`src/design/rdiv_pkg.sv`:
```
`default_nettype none
// ----------------------------------------------------------------------------
// rdiv_pkg
// Types and constants shared by the restoring divider and its cells.
// ----------------------------------------------------------------------------
package rdiv_pkg;

	localparam int unsigned NumW = 32;
	localparam int unsigned DenW = 16;
	localparam int unsigned RemW = DenW + 1;

	// Command codes. Only bit 1 is decoded as "signed", so the unused code
	// behaves as signed 16/16.
	typedef enum logic [1:0] {
		CMD_U16 = 2'd0,
		CMD_U32 = 2'd1,
		CMD_S16 = 2'd2,
		CMD_RSV = 2'd3
	} cmd_e;

	typedef struct packed {
		logic [1:0]      command;
		logic [NumW-1:0] dividend;
		logic [DenW-1:0] divisor;
	} req_t;

	typedef struct packed {
		logic [DenW-1:0] quotient;
		logic [DenW-1:0] remainder;
		logic            valid_result;
	} rsp_t;

	// Work carried from cell to cell.
	typedef struct packed {
		logic            vld;
		logic [RemW-1:0] rem;
		logic [DenW-1:0] quo;
		logic [NumW-1:0] num;
		logic [DenW-1:0] dvs;
		logic            neg_q;
		logic            neg_r;
		logic            ok;
	} cell_t;

endpackage
`default_nettype wire

```
`src/design/rdiv_cell.sv`:
```
`default_nettype none
// ----------------------------------------------------------------------------
// rdiv_cell
// One restoring step: shift in a dividend bit, compare, subtract, register.
// ----------------------------------------------------------------------------
module rdiv_cell (
	input  wire            clk,
	input  wire            arst_n,
	input  wire            adv,
	input  rdiv_pkg::cell_t din,
	output rdiv_pkg::cell_t dout
);
	import rdiv_pkg::*;

	logic [RemW-1:0] rem_sh;
	logic            ge;
	cell_t           nxt;
	logic            vld_q;
	cell_t           data_q;

	always_comb begin
		rem_sh = {din.rem[RemW-2:0], din.num[NumW-1]};
		ge     = (rem_sh >= {1'b0, din.dvs});
		nxt    = din;
		nxt.rem = ge ? (rem_sh - {1'b0, din.dvs}) : rem_sh;
		nxt.quo = {din.quo[DenW-2:0], ge};
		nxt.num = {din.num[NumW-2:0], 1'b0};
	end

	always_ff @(posedge clk or negedge arst_n) begin
		if (!arst_n) begin
			vld_q <= 1'b0;
		end else if (adv) begin
			vld_q <= din.vld;
		end
	end

	always_ff @(posedge clk) begin
		if (adv) begin
			data_q <= nxt;
		end
	end

	// The valid flag comes from the reset register, the data from the other.
	always_comb begin
		dout     = data_q;
		dout.vld = vld_q;
	end

endmodule
`default_nettype wire

```
`src/design/restoring_divider_16_32_top.sv`:
```
`default_nettype none
// Path: the operand register loads at the input transfer, the work then
// passes through the 32 restoring cells in order, and the output register
// takes the result last. Each dividend bit has its own cell.
// Throughput: one division per cycle while the chain is not held.
// Reset: arst_n clears all valid flags asynchronously; data registers keep
// whatever they hold.
// ----------------------------------------------------------------------------
// restoring_divider_16_32_top
// Pipelined restoring shift-subtract divider, 32 by 16 bits, with unsigned
// 16/16, unsigned 32/16 and signed 16/16 modes.
// ----------------------------------------------------------------------------
module restoring_divider_16_32_top (
	input  wire            clk,
	input  wire            arst_n,
	input  wire            req_valid,
	output logic           req_ready,
	input  rdiv_pkg::req_t req_data,
	output logic           rsp_valid,
	input  wire            rsp_ready,
	output rdiv_pkg::rsp_t rsp_data
);
	import rdiv_pkg::*;

	// The chain moves as one. It only holds when the last cell has a result
	// that cannot enter the output register because a previous result there
	// has not been taken yet. A waiting result therefore does not stop new
	// transfers while the last cell is empty.
	logic  adv;
	cell_t chain [0:NumW];
	cell_t last;

	// Operand preparation.
	logic            is_signed;
	logic [DenW-1:0] a_lo;
	logic            na;
	logic            nb;
	logic [DenW-1:0] ma;
	logic [DenW-1:0] mb;
	cell_t           prep;
	logic            op_vld_s0;
	cell_t           op_dat_s0;
	cell_t           op_s0;

	always_comb begin
		is_signed = req_data.command[1];
		a_lo      = req_data.dividend[DenW-1:0];
		na        = is_signed & a_lo[DenW-1];
		nb        = is_signed & req_data.divisor[DenW-1];
		// The negation of the most negative value wraps to itself, which is
		// exactly its magnitude read as unsigned.
		ma        = na ? (~a_lo + 1'b1) : a_lo;
		mb        = nb ? (~req_data.divisor + 1'b1) : req_data.divisor;
		prep.vld  = 1'b1;
		prep.rem  = '0;
		prep.quo  = '0;
		if (is_signed) begin
			prep.num = {{(NumW-DenW){1'b0}}, ma};
		end else if (cmd_e'(req_data.command) == CMD_U32) begin
			prep.num = req_data.dividend;
		end else begin
			prep.num = {{(NumW-DenW){1'b0}}, a_lo};
		end
		prep.dvs   = mb;
		prep.neg_q = na ^ nb;
		prep.neg_r = na;
		prep.ok    = (req_data.divisor != '0);
	end

	assign req_ready = adv;

	always_ff @(posedge clk or negedge arst_n) begin
		if (!arst_n) begin
			op_vld_s0 <= 1'b0;
		end else if (adv) begin
			op_vld_s0 <= req_valid;
		end
	end

	always_ff @(posedge clk) begin
		if (adv) begin
			op_dat_s0 <= prep;
		end
	end

	// The stage is valid only when a transfer was taken at the last move.
	always_comb begin
		op_s0     = op_dat_s0;
		op_s0.vld = op_vld_s0;
	end

	assign chain[0] = op_s0;

	// One cell per dividend bit, most significant bit first. Only the low 16
	// quotient bits survive, as the 32/16 mode truncates its quotient.
	for (genvar g = 0; g < NumW; g++) begin : g_cell
		rdiv_cell u_cell (
			.clk    (clk),
			.arst_n (arst_n),
			.adv    (adv),
			.din    (chain[g]),
			.dout   (chain[g+1])
		);
	end

	assign last = chain[NumW];
	assign adv  = !(last.vld && rsp_valid && !rsp_ready);

	// Sign fix-up and divide-by-zero handling ahead of the output register.
	// The quotient is negated when the operand signs differ, and the
	// remainder takes the sign of the dividend.
	rsp_t            fix;
	logic [DenW-1:0] r16;

	always_comb begin
		r16 = last.rem[DenW-1:0];
		fix.valid_result = last.ok;
		if (last.ok) begin
			fix.quotient  = last.neg_q ? (~last.quo + 1'b1) : last.quo;
			fix.remainder = last.neg_r ? (~r16 + 1'b1) : r16;
		end else begin
			fix.quotient  = '0;
			fix.remainder = '0;
		end
	end

	logic rsp_vld_q;
	rsp_t rsp_q;

	always_ff @(posedge clk or negedge arst_n) begin
		if (!arst_n) begin
			rsp_vld_q <= 1'b0;
		end else if (last.vld && adv) begin
			rsp_vld_q <= 1'b1;
		end else if (rsp_ready) begin
			rsp_vld_q <= 1'b0;
		end
	end

	always_ff @(posedge clk) begin
		if (last.vld && adv) begin
			rsp_q <= fix;
		end
	end

	assign rsp_valid = rsp_vld_q;
	assign rsp_data  = rsp_q;

`ifndef SYNTH
	// A finished cell with a nonzero divisor holds a remainder below the divisor.
	a_rem_below_dvs : assert property (@(posedge clk) disable iff (!arst_n)
		(last.vld && last.ok) |-> (last.rem < {1'b0, last.dvs}))
		else $error("partial remainder not below divisor");

	// A divide by zero reports a zero quotient and remainder.
	a_zero_div : assert property (@(posedge clk) disable iff (!arst_n)
		(rsp_valid && !rsp_data.valid_result) |->
		(rsp_data.quotient == '0 && rsp_data.remainder == '0))
		else $error("divide by zero result not cleared");

	// A result never drops without being transferred.
	a_no_drop : assert property (@(posedge clk) disable iff (!arst_n)
		(rsp_valid && !rsp_ready) |=> rsp_valid)
		else $error("result dropped before transfer");
`endif

endmodule
`default_nettype wire

```
`config.mk`:
```
export PLATFORM = sky130hd
export DESIGN_NAME = restoring_divider_16_32_top
export DESIGN_NICKNAME = d
export VERILOG_FILES = /design/src/design/rdiv_pkg.sv /design/src/design/rdiv_cell.sv /design/src/design/restoring_divider_16_32_top.sv
export SDC_FILE = /design/constraint.sdc
export NUM_CORES = 2
export LEC_CHECK = 0
export ABC_CLOCK_PERIOD_IN_PS = 94900
export BUFFER_PORTS_ARGS = -buffer_cell sky130_fd_sc_hd__buf_2
export CORE_MARGIN = 2
export CORE_UTILIZATION = 67
export CTS_BUF_LIST = sky130_fd_sc_hd__clkbuf_4
export DETAILED_ROUTE_END_ITERATION = 7
export PLACE_DENSITY_LB_ADDON = 0.15
export SYNTH_ARGS = -nofsm -noshare
export SYNTH_HDL_FRONTEND = slang
export SYNTH_HIERARCHICAL = 1
export SYNTH_SLANG_ARGS = --single-unit
```
`constraint.sdc`:
```
create_clock -name clk -period 94.9 [get_ports clk]
set_input_delay 4.745 -clock clk [delete_from_list [all_inputs] [get_ports clk]]
set_output_delay 4.745 -clock clk [all_outputs]
set_load 0.01 [all_outputs]
```
### After elaboration in Yosys (flattened, before gate mapping)

Index checks and enable logic that the tools add are counted.

* bits in registers: 1854
* word-level logic and storage cells: 374
* bits of input ports: 54

* muxes and demuxes: 39
* eq/ne operators: 1
* $lt $le $gt $ge: 32
* bitwise logic cells: 8
* reduce and logical (&&, ||, !) cells: 8
* add/sub/neg operators: 36

Operator list (count)
* $mux 16: 36
* $ge 17x16->1: 31
* $sub 16x16->16: 31
* $add 16x1->16 const B: 4
* $not 16->16: 4
* $ge 1x16->1: 1
* $reduce_bool 16->1: 1
* $sub 1x16->16: 1
* $logic_and 1x1->1: 3
* $mux 1: 3
* $and 1x1->1: 2
* $eq 2x1->1 const B: 1
* $logic_not 1->1: 2
* $reduce_bool 2->1: 1
* $reduce_or 2->1: 1
* $not 1->1: 1
* $xor 1x1->1: 1

### Longest topological paths before layout

* depth after elaboration: 5
* mapped depth: 10
* depth with buffers taken out: 10

### Hierarchy

Netlist, hierarchy kept.

Modules (own cells, without submodules)
* rdiv_cell at g_cell[0].u_cell ...: area an instance 3614.7 µm², cells each 225, instances 14, seq. area each 2517.4 µm²
* rdiv_cell at g_cell[26].u_cell ...: area an instance 3799.9 µm², cells each 252, instances 8, seq. area each 2517.4 µm²
* rdiv_cell at g_cell[4].u_cell ...: area an instance 3717.3 µm², cells each 239, instances 6, seq. area each 2517.4 µm²
* rdiv_cell at g_cell[13].u_cell ...: area an instance 3677.3 µm², cells each 236, instances 2, seq. area each 2517.4 µm²
* restoring_divider_16_32_top: area an instance 4266.6 µm², cells each 342, instances 1, seq. area each 2572.5 µm²
* rdiv_cell at g_cell[25].u_cell: area an instance 3663.5 µm², cells each 246, instances 1, seq. area each 2517.4 µm²
* rdiv_cell at g_cell[12].u_cell: area an instance 3632.2 µm², cells each 248, instances 1, seq. area each 2517.4 µm²

### Worst setup path after synthesis

Ideal clock, no wire load.

* kind: input to register
* from: in rsp_ready
* to: reg op_dat_s0 (netlist bit chain[2720]), enable pin
* path buffers: 0
* setup slack: 6.276 ns
* data arrival time: 63.755 ns
* stages: 1
* path through: nand3b_1

* cells in the longest elaborated chain, start to end: 2

RTL lines
* from (decl): line restoring_divider_16_32_top.sv:20 `input wire rsp_ready,`
* $logic_not 1->1: line restoring_divider_16_32_top.sv:107 `assign adv = !(last.vld && rsp_valid && !rsp_ready);`
* $logic_and 1x1->1: line restoring_divider_16_32_top.sv:107
* to (signal assigned): line restoring_divider_16_32_top.sv:82 `op_dat_s0 <= prep;`
* to (decl): line restoring_divider_16_32_top.sv:42 `cell_t op_dat_s0;`

No other way between the ends.
A chain may end at the register's enable or synchronous reset.

### Worst setup path after layout

* from: in rsp_ready
* to: out req_ready

* cells in the longest elaborated chain, start to end: 3

RTL lines
* $logic_not 1->1: line restoring_divider_16_32_top.sv:107
* $logic_and 1x1->1: line restoring_divider_16_32_top.sv:107
* $logic_not 1->1: line restoring_divider_16_32_top.sv:107
* to (decl): line restoring_divider_16_32_top.sv:17 `output logic req_ready,`

No other way between the ends.

==> flow_summary.ini <==
[run_status]
result_of_the_run = finished, violations left
failed_checks = design-rule violations

[grt]
number_of_global_route_vias_before_repair = 53000
grt_antenna_before_repair = 3
aggregate_global_route_resource_usage_pct = 23.6
grt_use_met1_pct = 29.6
gr-max-usage-layer = met2
globalRouteOverflowTotal = 0
maximum_number_of_pins_on_one_net_before_global_route_repair = 198
groute.layer.met2.usage_pct = 40.1
global_route.usage.met3_pct = 3.76
grt_first_pass_wirelength_microns = 267000

[worst_setup_path]
gate_family_responsible_for_the_most_delay_along_the_worst_path = buffers and inverters
cp-start-kind = input pin
timing.setup.critical_path_class = input pin to output port
timing.critical_path.slowest_cell_delay_ps = 250
worst-endpoint-required_ps = 90150
end_kind = output port
crit_path_max_fanout = 3
worst-path-buf-inv = 3
worstPathCellList = buf_2 > nand3b_1 > buf_4 > buf_2
crit_path_frequent_cell = sky130_fd_sc_hd__buf_2
critPathArrivalTime_ps = 5530
timing.critical_path.slowest_stage_cell = sky130_fd_sc_hd__buf_4

[timing]
report.final.setup_viol = 0
maxSlewViolCount = 0
rsz0062_at_grt = false
timing.slew.headroom_pct = 21.5
timing.final.hold_violations = 0
timing_worst_slew_pin_value_ps = 1180
finalWorstPathRequiredPeriod_ps = 10270
min_period_over_period_pct = 10.8
maxClockFrequency_ghz = 0.0974
final.setup.tns_ps = 0
fin_worst_skew_ps = 112

[run]
cap_violations = 0

[synth]
netlist_instances = 6679
synthesis.area_sq_mm = 0.0927
syn_area_per_cell_sq_um = 13.9
synth.yosys.warnings = 6

[place]
routabilityCongestion = 0.923
hpwl_microns = 119000
io_buffers = 88
number_of_instances_in_the_placed_design = 8482

[cts]
max-clock-path-buffers = 4
worstSkewPairLatency_ps = 1280
path_clk_slew_ps = 70
post_cts_buffers = 0
cts_root_buffer = sky130_fd_sc_hd__clkbuf_4
cts_made_buffers = 456
htree_num_levels = 5
post_cts.resized_instances = 0
cts_tree = yes
postCtsHoldBufs = 0
cts.sinks = 1854

[detailed_routing]
firstDrtPassIters = 8
dr_total_vias = 53700
drc = 11
drt-total-wl_microns = 168000
initialDrtViolationCount = 3780
route.detailed.vias_per_inst = 5.80
avgRoutedWirePerCell_microns = 18.2
route.antenna.remaining_nets = 0

[die]
dieWidth_microns = 376
fp.coreArea_sq_mm = 0.137
ios = 89
dieArea_sq_mm = 0.141
row_count = 136
initial_core_utilization_pct = 67.4
floorplan.die.height_microns = 376

[layout]
sequential_cell_area_sq_mm = 0.0555
layout-area-overhead-vs-synth_pct = 7.94
drive_above_1_share_pct = 20.6
nFillCells = 9122
commonest_cells_after_routing_fill_and_taps_aside = sky130_fd_sc_hd__edfxtp_1, sky130_fd_sc_hd__inv_1, sky130_fd_sc_hd__clkbuf_4, sky130_fd_sc_hd__ha_1, sky130_fd_sc_hd__a21oi_1
multi_input_comb_area_sq_mm = 0.0336
finalNonFillerCells = 9261
mostFrequentLayoutCell = sky130_fd_sc_hd__edfxtp_1
fin_nets = 7748

[worst_hold_path]
worstHoldPathType = flip-flop to flip-flop
-- worst paths after layout --
check	from	endpoint	slack, ps	cells past startpoint
max	rsp_ready	req_ready	84630	4
min	g_cell[10].u_cell/dout[47]	g_cell[11].u_cell/dout[48]	380	0
max reg2reg	g_cell[31].u_cell/vld_q	g_cell[2].u_cell/dout[7]	89630	7
min reg2reg	g_cell[10].u_cell/dout[47]	g_cell[11].u_cell/dout[48]	380	0
max in group asynchronous	arst_n	g_cell[23].u_cell/vld_q	90860	1
min in group asynchronous	arst_n	g_cell[1].u_cell/vld_q	3570	1
-- through the flow --
| stage | setup slack, ps | area (sq um) | utilization, % | hold slack, ps |
|---|---|---|---|---|
| 2_1_floorplan | 34290 | 92800 | - | 400 |
| 3_3_place_gp | 84580 | 94600 | 68.8 | 400 |
| 3_5_place_dp | 84610 | 94600 | 68.8 | 405 |
| 4_1_cts | 84600 | 100000 | 72.8 | 389 |
| 5_1_grt | 84610 | 100000 | 72.8 | 390 |
| 6_report | 84630 | 100000 | 72.8 | 383 |
-- flip-flops by register name, indices dropped and copies added (netlist names) --
signal / count
chain: 51
g_cell.u_cell/dout: 1736
g_cell.u_cell/vld_q: 32
op_vld_s0: 1
rsp_data: 33
rsp_valid: 1
-- per-layer routing --
layer / part of all wire [%] / up-vias
met1: 42 / 25600
met3: 4.4 / 408
met4: 4.4 / 0
met2: 49 / 1456
li1: - / 26200
met5: 0 / -
-- area by class of cell --
cell class	instances	share of cell area, %
sequential	1854	55.5
antenna	7	0.0175
timing repair buffer	111	0.663
tap	1794	2.24
clock buffer	632	4.74
clock inverter	140	0.671
inverter	692	2.60
multi-input combinational	4031	33.6
Power is not shown: default switching activity piles up to over one toggle a cycle in this logic, so the estimate is an artifact.
